## config.mk

```make
export PLATFORM = sky130hd
export DESIGN_NAME = ptt_load
export DESIGN_NICKNAME = d
export VERILOG_FILES = /design/src/hdl/ptt_pkg.sv /design/src/hdl/ptt_load.sv
export SDC_FILE = /design/constraint.sdc
export NUM_CORES = 2
export LEC_CHECK = 0
export BUFFER_PORTS_ARGS = -buffer_cell sky130_fd_sc_hd__buf_2
export CORE_MARGIN = 2
export CORE_UTILIZATION = 40
export DETAILED_ROUTE_END_ITERATION = 8
export SLEW_MARGIN = 10
export SYNTH_ARGS = -nofsm -noshare
export SYNTH_HDL_FRONTEND = slang
export SYNTH_SLANG_ARGS = --single-unit
```

## constraint.sdc

```tcl
create_clock -name clk -period 12.87 [get_ports clk]
set_clock_uncertainty 0.2 [all_clocks]
set_input_delay 1.287 -clock clk [delete_from_list [all_inputs] [get_ports clk]]
set_output_delay 1.287 -clock clk [all_outputs]
set_load 0.01 [all_outputs]
```

## src/hdl/ptt_pkg.sv

```systemverilog
// Shared types, widths and codes for the pre-integrated transfer table.
package ptt_pkg;

    // Sizes
    localparam int MAX_ENTRIES_DEF = 256;
    localparam int IDX_W           = 8;
    localparam int COLOR_W         = 8;
    localparam int OPAC_W          = 16;
    localparam int CFG_W           = 9;
    localparam int SUM_W           = 64;
    localparam int TERM_W          = 27;
    localparam int ALPHA_TERM_W    = 17;
    localparam int DIV_W           = 19;
    localparam int Q_W             = 16;

    // Constants
    localparam logic [CFG_W-1:0] CFG_RESET       = 9'd256;
    localparam int               COLOR_DIV_SCALE = 1530;   // six times full-scale colour
    localparam int               ALPHA_DIV_SCALE = 2;
    localparam int               COLOR_FULL      = 255;

    // Function codes of an input transaction
    localparam logic FUNC_LOAD  = 1'b0;
    localparam logic FUNC_QUERY = 1'b1;

    // Channel codes
    localparam logic [1:0] CH_RED   = 2'd0;
    localparam logic [1:0] CH_GREEN = 2'd1;
    localparam logic [1:0] CH_BLUE  = 2'd2;
    localparam logic [1:0] CH_ALPHA = 2'd3;

    // One table entry: prefix sums and the raw entry as loaded
    typedef struct packed {
        logic [SUM_W-1:0]   sum_red;
        logic [SUM_W-1:0]   sum_green;
        logic [SUM_W-1:0]   sum_blue;
        logic [SUM_W-1:0]   sum_alpha;
        logic [COLOR_W-1:0] raw_red;
        logic [COLOR_W-1:0] raw_green;
        logic [COLOR_W-1:0] raw_blue;
        logic [OPAC_W-1:0]  raw_opacity;
    } ram_word_t;

    // Accumulator request and response
    typedef struct packed {
        logic               start;
        logic               first;
        logic [COLOR_W-1:0] red;
        logic [COLOR_W-1:0] green;
        logic [COLOR_W-1:0] blue;
        logic [OPAC_W-1:0]  opacity;
    } ld_req_t;

    typedef struct packed {
        logic             done;
        logic [SUM_W-1:0] sum_red;
        logic [SUM_W-1:0] sum_green;
        logic [SUM_W-1:0] sum_blue;
        logic [SUM_W-1:0] sum_alpha;
    } ld_rsp_t;

    // Divider request and response
    typedef struct packed {
        logic             start;
        logic [SUM_W-1:0] dividend;
        logic [DIV_W-1:0] divisor;
    } div_req_t;

    typedef struct packed {
        logic           busy;
        logic           done;
        logic [Q_W-1:0] quotient;
    } div_rsp_t;

endpackage

```

## src/hdl/ptt_load.sv

```systemverilog
// Trapezoid accumulator: previous entry, running prefix sums and the per-load terms.
module ptt_load (
    input  logic              clk,
    input  logic              rst_n,
    input  ptt_pkg::ld_req_t  req,
    output ptt_pkg::ld_rsp_t  rsp
);

    logic [ptt_pkg::COLOR_W-1:0]      prev_red_reg;
    logic [ptt_pkg::COLOR_W-1:0]      prev_green_reg;
    logic [ptt_pkg::COLOR_W-1:0]      prev_blue_reg;
    logic [ptt_pkg::OPAC_W-1:0]       prev_opac_reg;
    logic [ptt_pkg::TERM_W-1:0]       term_red_reg;
    logic [ptt_pkg::TERM_W-1:0]       term_green_reg;
    logic [ptt_pkg::TERM_W-1:0]       term_blue_reg;
    logic [ptt_pkg::ALPHA_TERM_W-1:0] term_alpha_reg;
    logic                             first_reg;
    logic                             pend_reg;
    logic                             done_reg;
    logic [ptt_pkg::SUM_W-1:0]        sum_red_reg;
    logic [ptt_pkg::SUM_W-1:0]        sum_green_reg;
    logic [ptt_pkg::SUM_W-1:0]        sum_blue_reg;
    logic [ptt_pkg::SUM_W-1:0]        sum_alpha_reg;

    // (a1+a0)(c1+c0) + a1*c1 + a0*c0
    function automatic logic [ptt_pkg::TERM_W-1:0] color_term(
        input logic [ptt_pkg::OPAC_W-1:0]  a0,
        input logic [ptt_pkg::COLOR_W-1:0] c0,
        input logic [ptt_pkg::OPAC_W-1:0]  a1,
        input logic [ptt_pkg::COLOR_W-1:0] c1
    );
        logic [ptt_pkg::OPAC_W:0]                      a_sum;
        logic [ptt_pkg::COLOR_W:0]                     c_sum;
        logic [ptt_pkg::OPAC_W+ptt_pkg::COLOR_W+1:0]   p_sum;
        logic [ptt_pkg::OPAC_W+ptt_pkg::COLOR_W-1:0]   p_new;
        logic [ptt_pkg::OPAC_W+ptt_pkg::COLOR_W-1:0]   p_old;
        a_sum = {1'b0, a0} + {1'b0, a1};
        c_sum = {1'b0, c0} + {1'b0, c1};
        p_sum = a_sum * c_sum;
        p_new = a1 * c1;
        p_old = a0 * c0;
        return {1'b0, p_sum} + {3'b0, p_new} + {3'b0, p_old};
    endfunction

    // Form the terms against the previous entry, then remember the new one
    always_ff @(posedge clk or negedge rst_n)
    begin
        if (!rst_n)
        begin
            prev_red_reg   <= '0;
            prev_green_reg <= '0;
            prev_blue_reg  <= '0;
            prev_opac_reg  <= '0;
            pend_reg       <= 1'b0;
            first_reg      <= 1'b0;
        end
        else
        begin
            pend_reg <= req.start;
            if (req.start)
            begin
                first_reg      <= req.first;
                prev_red_reg   <= req.red;
                prev_green_reg <= req.green;
                prev_blue_reg  <= req.blue;
                prev_opac_reg  <= req.opacity;
            end
        end
    end

    // Term registers carry payload only
    always_ff @(posedge clk)
    begin
        if (req.start)
        begin
            term_red_reg   <= color_term(prev_opac_reg, prev_red_reg, req.opacity, req.red);
            term_green_reg <= color_term(prev_opac_reg, prev_green_reg, req.opacity, req.green);
            term_blue_reg  <= color_term(prev_opac_reg, prev_blue_reg, req.opacity, req.blue);
            term_alpha_reg <= {1'b0, prev_opac_reg} + {1'b0, req.opacity};
        end
    end

    // Advance the running sums, or restart them at entry zero
    always_ff @(posedge clk or negedge rst_n)
    begin
        if (!rst_n)
        begin
            sum_red_reg   <= '0;
            sum_green_reg <= '0;
            sum_blue_reg  <= '0;
            sum_alpha_reg <= '0;
            done_reg      <= 1'b0;
        end
        else
        begin
            done_reg <= pend_reg;
            if (pend_reg)
            begin
                if (first_reg)
                begin
                    sum_red_reg   <= '0;
                    sum_green_reg <= '0;
                    sum_blue_reg  <= '0;
                    sum_alpha_reg <= '0;
                end
                else
                begin
                    sum_red_reg   <= sum_red_reg + ptt_pkg::SUM_W'(term_red_reg);
                    sum_green_reg <= sum_green_reg + ptt_pkg::SUM_W'(term_green_reg);
                    sum_blue_reg  <= sum_blue_reg + ptt_pkg::SUM_W'(term_blue_reg);
                    sum_alpha_reg <= sum_alpha_reg + ptt_pkg::SUM_W'(term_alpha_reg);
                end
            end
        end
    end

    assign rsp.done      = done_reg;
    assign rsp.sum_red   = sum_red_reg;
    assign rsp.sum_green = sum_green_reg;
    assign rsp.sum_blue  = sum_blue_reg;
    assign rsp.sum_alpha = sum_alpha_reg;

endmodule

```

After elaboration in Yosys (flattened, before gate mapping)
Cells that the tools add are included.
Word-level totals
  flip-flop bits (word level): 397
  bits of input ports: 44
  output and inout bits: 257
  word-level logic and storage cells: 42
Cells by class
  $add $sub $neg: 14
  $mul: 9
  mux-type cells: 4
Operators by type and width (count)
  two-way mux 64 bit: 4
  adder 64 x 27 -> 64 bit: 3
  multiplier 16 x 8 -> 24 bit: 6
  adder 26 x 24 -> 27 bit: 3
  adder 27 x 24 -> 27 bit: 3
  multiplier 17 x 9 -> 26 bit: 3
  adder 64 x 17 -> 64 bit: 1
  adder 8 x 8 -> 9 bit: 3
  adder 16 x 16 -> 17 bit: 1

Longest topological paths before layout
  word-level depth: 4
  mapped depth: 38
  mapped depth without buffers: 37

Worst setup path before layout
No wires, ideal clock.
  path kind: in2reg
  start: input port req[1] (netlist bit)
  end: register term_green_reg[26] (netlist bit) (data pin)
  setup time: 0.260 ns
  arrival time: 9.473 ns
  required time: 12.410 ns
  setup slack: 2.937 ns
  stages on the path: 36
  path buffers: 2
  cells stage by stage: clkbuf_1 > inv_1 > fa_1 > nor2b_1 > o21ai_0 > a21boi_0 > o21a_1 > o2111ai_1 > a31oi_1 > a21oi_1 > a21o_1 > inv_1 > buf_1 > nand2_1 > fa_1 > inv_1 > fa_1 > inv_1 > fa_1 > fa_1 > fa_1 > inv_1 > fa_1 > inv_1 > fa_1 > inv_1 > ha_1 > a21o_1 > a21o_1 > a221o_1 > a21oi_1 > nor2_1 > a211oi_1 > o21ai_0 > a21oi_1 > xnor2_1
On the way
  word-level cells in the longest chain between the ends: 4
  elaborated cells on any way between the ends: 5
  those cells by class: 3 x add/sub; 2 x mul
RTL lines
  from (decl): RTL line ptt_load.sv:5  | input ptt_pkg::ld_req_t req,
  adder 16 x 16 -> 17 bit: RTL line ptt_load.sv:37  | a_sum = {1'b0, a0} + {1'b0, a1};
  multiplier 17 x 9 -> 26 bit: RTL line ptt_load.sv:39  | p_sum = a_sum * c_sum;
  adder 26 x 24 -> 27 bit (*): RTL line ptt_load.sv:42  | return {1'b0, p_sum} + {3'b0, p_new} + {3'b0, p_old};
  adder 27 x 24 -> 27 bit (*): RTL line ptt_load.sv:42
  to (signal assigned): RTL line ptt_load.sv:77  | term_green_reg <= color_term(prev_opac_reg, prev_green_reg, req.opacity, req.green);
  to (decl): RTL line ptt_load.sv:14  | logic [ptt_pkg::TERM_W-1:0] term_green_reg;
Every way passes the cells marked *; elsewhere a longest branch is shown, timed or not.
A chain may end at the register's enable or synchronous reset.

Worst setup path after layout
Same ends and word-level chain as after synthesis.

==> metrics.md <==
| Metric | Value |
|---|---|
| Final-report hold violation count | `0` |
| Final setup TNS | `0 ns` |
| Required @ worst endpoint | `roughly 13 ns` |
| Placer Congestion | `~0.94` |
| Post-synth top area cell | `fa_1` |
| Worst path depth | `35` |
| Layer with the highest usage | `met2` |
| CP max stage delay | `~0.58 ns` |
| CORE AREA | `154,000 um^2` |
| Post-synth EDFFs | `between 90 and 100` |
| First-pass GRT wire length | `approximately 300,000 um` |
| Post-synthesis sequential area ratio | `16.80%` |
| Initial Util | `40.28%` |
| Total clock sinks | `397` |
| CTS resizes | `0` |
| Worst-Margin Slew | `1.320 ns` |
| Initial antenna violation count | `15` |
| H-tree lvl count | `2` |
| Crit path max-delay cell type | `o31ai_1` |
| F_max | `around 93 MHz` |
| Most common cell in the synthesized netlist | `inv_1` |
| Nets | `roughly 8,500` |
| Mapped Cells | `between 6,000 and 7,000` |
| Ys Warns | `0` |
| Syn Area/Cell | `between 9 and 10 um^2` |
| Post-synth top area share | `34.91%` |
| Post-synthesis sequential element count | `between 300 and 400` |
| # rows | `144` |
| Ys flop type | `dfrtp_1` |
| Slew HR | `between 10% and 20%` |
| CTS tree | `done` |
| Status | `completed` |
| Area of the die | `about 160,000 um^2` |
| Wire length per cell | `between 20 and 25 um` |
| Max-cap violations | `0` |
| Minimum clock period after layout | `between 10 and 15 ns` |
| IO buf count | `300` |
| Synth-to-Final Area Change | `9.195%` |
| Largest cells by area after synthesis | `fa_1 (35%), dfrtp_1 (12%), ha_1 (10%)` |
| Clock Tree Root | `clkbuf_16` |
| Clk Latency, worst-skew pair | `approximately 0.71 ns` |
| Period utilisation layout | `83.38%` |
| Buf/Inv on CP | `8` |
| TritonCTS buffer count | `54` |
| Clk pin slew, worst setup/hold paths | `approximately 0.050 ns` |
| Critical path fanouts, max | `26` |
| Async SR Flop Fraction | `~75%` |
| Die Width | `397.9 um` |
| Max-slew violation count | `0` |
| Post-synthesis cell type count | `between 70 and 80` |
| Vias post-DR | `about 48,000` |
| Met1 usage | `32.73%` |
| Setup slack after placement | `approximately 1.5 ns` |
| Startpoint types | `input pin` |
| CP startpoint | `req[1]` |
| Post-route ant nets | `0` |
| Worst setup path endpoint | `term_green_reg[26]` |
| Vias in the first global route | `between 50,000 and 60,000` |
| Met3 Use GR | `5.768%` |
| CP most frequent cell | `fa_1` |
| Die Span Y | `around 400 um` |
| Share of cells above drive strength 1 | `between 8 and 9%` |
| GRT Residual Overflow | `0` |
| Post-DP HPWL | `between 150,000 and 200,000 um` |
| Post-CTS Setup Inserts | `0` |
| Drc violations | `0` |
| Classification of the worst setup path | `in -> reg` |
| Hold_buf cts | `0` |
| R2R Setup Slk | `around 2.5 ns` |
| Pin count of the biggest net entering global routing | `around 150` |
| Routed vias/inst | `around 5.3` |
| Critical Path End Type | `flop` |
| RSZ-0062 raised after global routing | `false` |
| Reg2reg start | `prev_opac_reg[0]` |
| Grt met2 use | `40.75%` |
| Syn Nets | `roughly 8,300` |
| All-Layer GR Usage | `24.82%` |
| Hold Crit Class | `reg -> reg` |
| DR pass1 iterations | `6` |
| Family with the most delay on the worst path | `adder cells` |
| Total Wirelength | `approximately 190,000 um` |
| Mapped Area | `between 60,000 and 70,000 um^2` |
| Top post-synthesis cells by count | `inv_1 (1,293), fa_1 (1,082), nand2_1 (841)` |
| CTS max path bufs | `3` |
| R2R cell count | `36` |
| Initial DRC Count | `roughly 3,500` |
| I/O pin total | `roughly 300` |
| Setup violators final | `0` |
| Final Worst Setup Slack | `between 2 and 2.5 ns` |
| Crit path arrival time | `roughly 11 ns` |
| RR Endpoint | `term_green_reg[26]` |
-- stage by stage --
stage,area (um^2),util [%],hold slack [ns],std cells
floorplan,62050,-,0.1930,6650
global placement,66000,42.85,0.3029,8832
detailed placement,66000,42.85,0.3096,8832
CTS,67750,43.98,0.3222,8933
global route,67750,43.98,0.3584,8934
finish,67760,43.98,0.3170,8936
-- area by class of cell --
| cell class | count | area (um^2) |
|---|---|---|
| Tap cell | 2044 | 2557 |
| Timing Repair Buffer | 395 | 2243 |
| Clock inverter | 27 | 245.2 |
| Fill cell | 15020 | 86290 |
| Clock buffer | 74 | 1498 |
| Antenna cell | 3 | 7.507 |
| Inverter | 1297 | 4873 |
| Multi-Input combinational cell | 4699 | 45890 |
| Sequential cell | 397 | 10440 |
-- per-layer routing --
layer,up-vias,share of wire [%]
li1,21230,-
met1,24440,41
met2,1685,47
met3,311,8.8
met4,14,3.0
met5,-,0.045
-- worst reg2reg max path: cells and delay by family (launching register included) --
family / cells / cell delay [ns]
buffers and inverters: 8 / 1.60
adder cells (fa/ha/maj): 10 / 4.43
flip-flops: 1 / 0.32
XOR/XNOR: 2 / 0.23
AND/OR/NAND/NOR: 3 / 0.45
AO/OA/AOI/OAI: 13 / 2.81
-- kinds of logic (layout without fill, tap and decap cells) --
family	Yosys count	in the layout	share of synthesized area [%]
buffers and inverters	1554	1793	9.433
AND/OR/NAND/NOR	2020	2020	15.44
multiplexers	60	60	1.045
other	0	3	0
adder cells (fa/ha/maj)	1577	1577	44.89
flip-flops	397	397	16.80
XOR/XNOR	275	275	3.882
AO/OA/AOI/OAI	767	767	8.507
-- worst min-delay path by stage --
stage                           startpoint                to  slack [ns]  depth (start not counted)
after floorplan                   pend_reg          done_reg        0.19                          0
after global placement     sum_blue_reg[3]   sum_blue_reg[3]        0.30                          2
after detailed placement  sum_alpha_reg[6]  sum_alpha_reg[6]        0.31                          1
after CTS                 sum_alpha_reg[6]  sum_alpha_reg[6]        0.32                          1
after global routing      sum_alpha_reg[6]  sum_alpha_reg[6]        0.36                          1
final                     sum_alpha_reg[6]  sum_alpha_reg[6]        0.32                          1
-- placed cells by master (no fill, tap or decap), drive strengths merged, types with 97 or more instances in the layout --
cell and instances:
fa 1082, inv 1299, a21o 106, dfrtp 299, ha 495, buf 395, edfxtp 98, nand2 841
o21ai 101, xor2 97, xnor2 178, and2 433, nor2 352, a21oi 207
Power is left out: the tool's default activity adds up to more than one toggle a clock period on the data nets, which glitch-free logic cannot reach.
