File: src/hdl/ptt_pkg.sv
// Shared types, widths and codes for the pre-integrated transfer table.
package ptt_pkg;

    // Sizes
    localparam int MAX_ENTRIES_DEF = 256;
    localparam int IDX_W           = 8;
    localparam int COLOR_W         = 8;
    localparam int OPAC_W          = 16;
    localparam int CFG_W           = 9;
    localparam int SUM_W           = 64;
    localparam int TERM_W          = 27;
    localparam int ALPHA_TERM_W    = 17;
    localparam int DIV_W           = 19;
    localparam int Q_W             = 16;

    // Constants
    localparam logic [CFG_W-1:0] CFG_RESET       = 9'd256;
    localparam int               COLOR_DIV_SCALE = 1530;   // six times full-scale colour
    localparam int               ALPHA_DIV_SCALE = 2;
    localparam int               COLOR_FULL      = 255;

    // Function codes of an input transaction
    localparam logic FUNC_LOAD  = 1'b0;
    localparam logic FUNC_QUERY = 1'b1;

    // Channel codes
    localparam logic [1:0] CH_RED   = 2'd0;
    localparam logic [1:0] CH_GREEN = 2'd1;
    localparam logic [1:0] CH_BLUE  = 2'd2;
    localparam logic [1:0] CH_ALPHA = 2'd3;

    // One table entry: prefix sums and the raw entry as loaded
    typedef struct packed {
        logic [SUM_W-1:0]   sum_red;
        logic [SUM_W-1:0]   sum_green;
        logic [SUM_W-1:0]   sum_blue;
        logic [SUM_W-1:0]   sum_alpha;
        logic [COLOR_W-1:0] raw_red;
        logic [COLOR_W-1:0] raw_green;
        logic [COLOR_W-1:0] raw_blue;
        logic [OPAC_W-1:0]  raw_opacity;
    } ram_word_t;

    // Accumulator request and response
    typedef struct packed {
        logic               start;
        logic               first;
        logic [COLOR_W-1:0] red;
        logic [COLOR_W-1:0] green;
        logic [COLOR_W-1:0] blue;
        logic [OPAC_W-1:0]  opacity;
    } ld_req_t;

    typedef struct packed {
        logic             done;
        logic [SUM_W-1:0] sum_red;
        logic [SUM_W-1:0] sum_green;
        logic [SUM_W-1:0] sum_blue;
        logic [SUM_W-1:0] sum_alpha;
    } ld_rsp_t;

    // Divider request and response
    typedef struct packed {
        logic             start;
        logic [SUM_W-1:0] dividend;
        logic [DIV_W-1:0] divisor;
    } div_req_t;

    typedef struct packed {
        logic           busy;
        logic           done;
        logic [Q_W-1:0] quotient;
    } div_rsp_t;

endpackage

File: src/hdl/ptt_div.sv
// Shared radix-4 restoring divider with a saturating 16-bit quotient.
module ptt_div (
    input  logic               clk,
    input  logic               rst_n,
    input  ptt_pkg::div_req_t  req,
    output ptt_pkg::div_rsp_t  rsp
);

    localparam int          STEPS  = ptt_pkg::Q_W / 2;
    localparam int          CNT_W  = $clog2(STEPS);
    localparam logic [1:0]  PH_IDLE = 2'd0;
    localparam logic [1:0]  PH_PREP = 2'd1;
    localparam logic [1:0]  PH_STEP = 2'd2;

    logic [1:0]                 phase_reg;
    logic [CNT_W-1:0]           cnt_reg;
    logic                       done_reg;
    logic                       sat_reg;
    logic [ptt_pkg::SUM_W-1:0]  dividend_reg;
    logic [ptt_pkg::DIV_W-1:0]  divisor_reg;
    logic [ptt_pkg::DIV_W-1:0]  rem_reg;
    logic [ptt_pkg::Q_W-1:0]    low_reg;
    logic [ptt_pkg::Q_W-1:0]    quo_reg;

    logic [ptt_pkg::DIV_W:0]    trial1;
    logic [ptt_pkg::DIV_W:0]    trial2;
    logic [ptt_pkg::DIV_W:0]    diff1;
    logic [ptt_pkg::DIV_W:0]    diff2;
    logic                       ge1;
    logic                       ge2;
    logic [ptt_pkg::DIV_W-1:0]  rem1;
    logic [ptt_pkg::DIV_W-1:0]  rem2;

    // Two compare-subtract steps per cycle
    always_comb
    begin
        trial1 = {rem_reg, low_reg[ptt_pkg::Q_W-1]};
        ge1    = trial1 >= {1'b0, divisor_reg};
        diff1  = trial1 - {1'b0, divisor_reg};
        rem1   = ge1 ? diff1[ptt_pkg::DIV_W-1:0] : trial1[ptt_pkg::DIV_W-1:0];
        trial2 = {rem1, low_reg[ptt_pkg::Q_W-2]};
        ge2    = trial2 >= {1'b0, divisor_reg};
        diff2  = trial2 - {1'b0, divisor_reg};
        rem2   = ge2 ? diff2[ptt_pkg::DIV_W-1:0] : trial2[ptt_pkg::DIV_W-1:0];
    end

    // Sequencer
    always_ff @(posedge clk or negedge rst_n)
    begin
        if (!rst_n)
        begin
            phase_reg <= PH_IDLE;
            cnt_reg   <= '0;
            done_reg  <= 1'b0;
        end
        else
        begin
            done_reg <= 1'b0;
            unique case (phase_reg)
                PH_IDLE:
                begin
                    if (req.start)
                    begin
                        phase_reg <= PH_PREP;
                    end
                end
                PH_PREP:
                begin
                    cnt_reg   <= '0;
                    phase_reg <= PH_STEP;
                end
                PH_STEP:
                begin
                    cnt_reg <= cnt_reg + 1'b1;
                    if (cnt_reg == CNT_W'(STEPS - 1))
                    begin
                        phase_reg <= PH_IDLE;
                        done_reg  <= 1'b1;
                    end
                end
                default:
                begin
                    phase_reg <= PH_IDLE;
                end
            endcase
        end
    end

    // Datapath: capture operands, test for overflow, then shift out quotient bits
    always_ff @(posedge clk)
    begin
        if (phase_reg == PH_IDLE && req.start)
        begin
            dividend_reg <= req.dividend;
            divisor_reg  <= req.divisor;
        end
        if (phase_reg == PH_PREP)
        begin
            sat_reg <= dividend_reg[ptt_pkg::SUM_W-1:ptt_pkg::Q_W] >=
                       (ptt_pkg::SUM_W-ptt_pkg::Q_W)'(divisor_reg);
            rem_reg <= dividend_reg[ptt_pkg::Q_W+ptt_pkg::DIV_W-1:ptt_pkg::Q_W];
            low_reg <= dividend_reg[ptt_pkg::Q_W-1:0];
        end
        if (phase_reg == PH_STEP)
        begin
            rem_reg <= rem2;
            low_reg <= {low_reg[ptt_pkg::Q_W-3:0], 2'b00};
            quo_reg <= {quo_reg[ptt_pkg::Q_W-3:0], ge1, ge2};
        end
    end

    assign rsp.busy     = phase_reg != PH_IDLE;
    assign rsp.done     = done_reg;
    assign rsp.quotient = sat_reg ? '1 : quo_reg;

endmodule

File: config.mk
export PLATFORM = sky130hd
export DESIGN_NAME = ptt_div
export DESIGN_NICKNAME = d
export VERILOG_FILES = /design/src/hdl/ptt_pkg.sv /design/src/hdl/ptt_div.sv
export SDC_FILE = /design/constraint.sdc
export NUM_CORES = 1
export LEC_CHECK = 0
export ABC_CLOCK_PERIOD_IN_PS = 5300
export BUFFER_PORTS_ARGS = -buffer_cell sky130_fd_sc_hd__clkbuf_2
export CAP_MARGIN = 20
export CELL_PAD_IN_SITES_DETAIL_PLACEMENT = 0
export CELL_PAD_IN_SITES_GLOBAL_PLACEMENT = 1
export CORE_ASPECT_RATIO = 0.7
export CORE_MARGIN = 2
export CORE_UTILIZATION = 47
export DETAILED_ROUTE_END_ITERATION = 8
export GPL_TIMING_DRIVEN = 0
export HOLD_SLACK_MARGIN = 0.15
export PLACE_DENSITY_LB_ADDON = 0.1
export SKIP_LAST_GASP = 1
export SLEW_MARGIN = 20
export SYNTH_ARGS = -nofsm -noshare
export SYNTH_HDL_FRONTEND = slang
export SYNTH_SLANG_ARGS = --single-unit
File: constraint.sdc
create_clock -name clk -period 5.3 [get_ports clk]
set_input_delay 0.265 -clock clk [delete_from_list [all_inputs] [get_ports clk]]
set_output_delay 0.265 -clock clk [all_outputs]
set_load 0.01 [all_outputs]
Word level (Yosys, flattened, before mapping)
Index checks and enable logic that the tools add are counted. Widths: inputs -> output; s select.

Register bits after elaboration: 141. Latch bits: 0. RAM bits: 0. Memory bits (read-only): 0. Input port bits: 86. Memories kept: 0.

$add $sub $neg: 3. Multipliers: 0. Div/mod/pow operators: 0. Order comparisons: 3. Eq/ne operators: 5. Shift operators: 0. Muxes and demuxes: 13. Bitwise gates (word level): 0. Reductions and logical operators: 5.

Operators by type and width (count): $mux 19 (4); $ge 48x19->1 (1); $mux 16 (3); $ge 20x19->1 (2); $sub 19x19->19 (2); $pmux 2 s3 (1); $pmux 3 s2 (1); $mux 2 (2); $ne 2x2->1 const B (2); $reduce_bool 2->1 (2); $add 3x1->3 const B (1); $eq 3x3->1 const B (1); $eq 2x1->1 const B (1); $eq 2x2->1 const B (1); $logic_not 2->1 (1); $mux 1 (2); $reduce_and 2->1 (1); $logic_and 1x1->1 (1).

Longest topological paths before layout
Word-level depth: 5. Gate-level depth with buffers: 24.

Worst setup path after synthesis
Ideal clock, no wire load.

Path kind: flip-flop to flip-flop. Start: register low_reg[15] (netlist name). End: register rem_reg[14] (netlist name), data pin. Library setup time: 0.259 ns. Arrival time: 4.294 ns. Setup slack: 0.747 ns. Cell stages (with the launch flop): 24. Path buffers: 2. Path through: edfxtp_1 -> inv_1 -> ha_1 -> inv_1 -> fa_1 -> a21oi_1 -> o22ai_1 -> o21ai_2 -> a21boi_4 -> nor2_8 -> inv_6 -> buf_6 -> a21oi_1 -> inv_1 -> fa_1 -> nor2b_1 -> o21bai_1 -> nand3_1 -> nand4_1 -> nor2b_1 -> a22o_1 -> buf_1 -> and4_1 -> a211o_1.

Cells in the longest elaborated chain, start to end: 5. Elaborated cells on any way between the ends: 7. Classes of those cells: add/sub (2); order compare (2); mux (3).

RTL lines: start, declared (line ptt_div.sv:22) `logic [ptt_pkg::Q_W-1:0] low_reg;`; start signal, assigned (line ptt_div.sv:102) `low_reg <= dividend_reg[ptt_pkg::Q_W-1:0];`; start signal, assigned (line ptt_div.sv:107) `low_reg <= {low_reg[ptt_pkg::Q_W-3:0], 2'b00};`; $ge 20x19->1 * (line ptt_div.sv:38) `ge1 = trial1 >= {1'b0, divisor_reg};`; named net ge1 (line ptt_div.sv:29) `logic ge1;`; $mux 19 * (line ptt_div.sv:40) `rem1 = ge1 ? diff1[ptt_pkg::DIV_W-1:0] : trial1[ptt_pkg::DIV_W-1:0];`; $sub 19x19->19 or $ge 20x19->1 (tied branches) (line ptt_div.sv:43, ptt_div.sv:42); $mux 19 * (line ptt_div.sv:44) `rem2 = ge2 ? diff2[ptt_pkg::DIV_W-1:0] : trial2[ptt_pkg::DIV_W-1:0];`; $mux 19 * (line ptt_div.sv:104) `if (phase_reg == PH_STEP)`; end signal, assigned (line ptt_div.sv:101) `rem_reg <= dividend_reg[ptt_pkg::Q_W+ptt_pkg::DIV_W-1:ptt_pkg::Q_W];`; end signal, assigned (line ptt_div.sv:106) `rem_reg <= rem2;`; end, declared (line ptt_div.sv:21) `logic [ptt_pkg::DIV_W-1:0] rem_reg;`.

Mark *: on every way through the listed nets, which the timed path passes. The rest lies on a longest branch. A chain may end at the register's enable or synchronous reset.

Worst setup path after layout
Start: register divisor_reg[13] (netlist name). End: register rem_reg[0] (netlist name), data pin.

Cells in the longest elaborated chain, start to end: 5. Elaborated cells on any way between the ends: 6. Classes of those cells: add/sub (1); order compare (2); mux (3).

RTL lines: start, declared (line ptt_div.sv:20) `logic [ptt_pkg::DIV_W-1:0] divisor_reg;`; start signal, assigned (line ptt_div.sv:95) `divisor_reg <= req.divisor;`; $ge 20x19->1 (line ptt_div.sv:38); named net ge1 (line ptt_div.sv:29); $mux 19 (line ptt_div.sv:40); $ge 20x19->1 (line ptt_div.sv:42) `ge2 = trial2 >= {1'b0, divisor_reg};`; $mux 19 (line ptt_div.sv:44); $mux 19 (line ptt_div.sv:104).

The timed path passes the listed nets, and every way through them passes these cells.

==> flow_metrics.tcl <==
set metrics [dict create \
    outcome "completed" \
    setup_viol 0 \
    finalCritPeriodShare_pct 96.17 \
    grt_use_total_pct 25.19 \
    final-seq-area_um2 4184 \
    worst_slack_ns 0.2030 \
    postSynthCellCount 677 \
    rows 39 \
    fillers 1358 \
    num_antenna_cells 0 \
    portBuffers 103 \
    die_height_um 113.2 \
    yosys_register_bits 141 \
    worst_setup_path_start_kind "register" \
    synth_top_area_cell "edfxtp_1" \
    finalHoldViolations 0 \
    fin_hold_ws_ns 0.1933 \
    worst_pin_slew_ns 0.8150 \
    endpoint_kind "register" \
    syn_avg_cell_area_um2 11.82 \
    max_cap_viol_count 0 \
    slew_violations 0 \
    grt_pass1_vias 6310 \
    routedWlPerCell_um 19.50 \
    globalRouteOverflowTotal 0 \
    ctsHtreeMaxLevel 4 \
    start_util_pct 48.54 \
    syn-num-nets 829 \
    crit_start "divisor_reg[13]" \
    reg2reg_depth 20 \
    rsz0062_at_grt "yes" \
    dp_slack_ns -0.5306 \
    wl_met1_um 11030 \
    gp_congestion 0.9020 \
    hold_class "in -> async" \
    ys_top_cells_by_count "edfxtp_1 (133), ha_1 (64), nor2_1 (41), inv_1 (37), nand3_1 (30)" \
    crit_slowest_cell "o311ai_0" \
    r2r-start "divisor_reg[13]" \
    synthFlopType "edfxtp_1" \
    drc 0 \
    routed.top_layer "met4" \
    die-area_um2 18110 \
    clock.fmax_ghz 0.1962 \
    cts_buffer_depth 2 \
    core_area_um2 16490 \
    max-slew-margin-rel_pct 45.67 \
    synth.top_cell.area_share_pct 49.89 \
    cts_buffers 17 \
    cp.required_ns 5.45 \
    drt-initial-drc-count 544 \
    io_pins 104 \
    area_growth_pct 30.24 \
    insertion_delay_ns 0.43 \
    skew_ns 0.01017 \
    dp_hpwl_um 16210 \
    tns_ns 0 \
    first_pass_iters 7 \
    vias 6291 \
    final_nets 1043 \
    wl_met2_um 9332 \
    r2r_end "rem_reg[0]" \
    die_w_um 160.0 \
    antenna_found_initial 0 \
    detail_route.wirelength_um 22010 \
    yosysMostFrequentCell "edfxtp_1" \
    final_antenna_net_count 0 \
    critical_path.max_fanout 10 \
    root_buffer "clkbuf_16" \
    max_stage_delay_ns 0.50 \
    synth_seq_area_share_pct 52.27 \
    cp.arrival_ns 5.25 \
    cts_tree "done" \
    path_cells "inv_1 -> ha_1 -> a21o_1 -> a211oi_4 -> and3_2 -> a21boi_4 -> nor2_8 -> inv_6 -> buf_6 -> a21oi_2 -> inv_1 -> fa_1 -> nor2b_1 -> o21bai_1 -> nand3_1 -> nand4_1 -> nor2b_2 -> a22oi_4 -> nor2_8 -> o311ai_0" \
    async_reset_ff_share_pct 4.255 \
    wl_met3_um 1460 \
    synth.distinct_cells 79 \
    worstSetupPathType "reg -> reg" \
    cts_sinks 141 \
    grt_max_degree 63 \
    multi_input_area_um2 3640 \
    layout-drive-gt1-share_pct 23.45 \
    synth_warnings 0 \
    ff2ff_setup_slack_ns 0.20 \
    synth-edff-count 133 \
    clk_pin_slew_worst_paths_ns 0.07 \
    synth_area_leaders "edfxtp_1 (50%), ha_1 (10%), xnor2_1 (2.0%)" \
    min_period_ns 5.097 \
    cp-endpoint "rem_reg[0]" \
    grt_pass1_wl_um 34490 \
    via_per_inst 5.572 \
    syn_area_um2 8005 \
    largest_reg_flops 64 \
]
## cell usage in the layout, fill, tap and decap left out, types with 7 or more instances in the layout
master,n
edfxtp_1,133
clkbuf_2,103
dlygate4sd3_1,84
ha_1,63
nor2_1,41
inv_1,37
nand3_1,30
a21oi_1,27
o21ai_0,24
nand2_1,23
a31oi_1,19
or2_2,19
xnor2_1,18
clkbuf_16,17
nor3_1,14
a22o_1,14
a21o_1,13
o21a_1,12
clkbuf_1,11
nor2b_1,11
nand4_1,11
o21ai_1,10
xor2_1,8
buf_4,8
mux2_2,7
nor4_1,7
## critical path, delay by kind of cell, from the launching register on
family,cells,cell delay (ns)
flip-flops,1,0.36
AO/OA/AOI/OAI,7,1.84
buffers and inverters,4,0.51
AND/OR/NAND/NOR,7,1.33
adder cells (fa/ha/maj),2,0.79
## worst min path at each step
stage               slack (ns)  cells past startpoint  startpoint            to
detailed placement        0.10                      1       rst_n      done_reg
finish                    0.19                      2       rst_n  phase_reg[1]
CTS                       0.19                      2       rst_n      done_reg
global route              0.19                      2       rst_n  phase_reg[1]
floorplan                -0.03                      0       rst_n    cnt_reg[0]
global placement           0.1                      1       rst_n      done_reg
## metal layers
| layer | GRT usage [%] | vias to the layer above |
|---|---|---|
| li1 | - | 3029 |
| met1 | 38.17 | 3020 |
| met2 | 37.34 | 229 |
| met3 | 5.425 | 13 |
| met4 | 5.165 | 0 |
| met5 | 0 | - |
## kinds of logic (layout without fill, tap and decap cells)
kind of cell | count (synthesis) | in the layout | share of synthesized area [%]
AOI/OAI and AO/OA | 178 | 178 | 16.08
xor gates and xnor gates | 26 | 26 | 2.845
buffers and inverters | 59 | 286 | 3.173
muxes | 15 | 15 | 2.219
DFF | 141 | 141 | 52.27
and+or+nand+nor | 192 | 192 | 12.91
adders and majority gates | 66 | 66 | 10.50
## layout make-up
type / count / share of cell area [%]
Sequential cell: 141 / 40.13
Multi-Input combinational cell: 477 / 34.91
Timing Repair Buffer: 197 / 14.16
Clock buffer: 17 / 4.080
Tap cell: 225 / 2.700
Clock inverter: 15 / 1.620
Inverter: 39 / 1.452
Buffer: 18 / 0.9480
## stage by stage
step	utilization, %	cell area [um2]	instances
global placement	53.37	8802	1005
global route	63.21	10430	1129
CTS	62.51	10310	1123
detailed placement	53.69	8855	1007
floorplan	-	8005	677
finish	63.21	10430	1129
## timing repair
| item | 4_1_cts | 5_1_grt |
|---|---|---|
| buffers inserted | 1 | 7 |
| gates resized for setup | 5 | 11 |
| endpoints found under the hold margin | 89 | 0 |
| pin swaps | 1 | 2 |
| setup endpoints to repair | 19 | 17 |
| hold buffers | 84 | 0 |
Power is left out: the tool's default activity adds up to more than one toggle a clock period on the data nets, which glitch-free logic cannot reach.
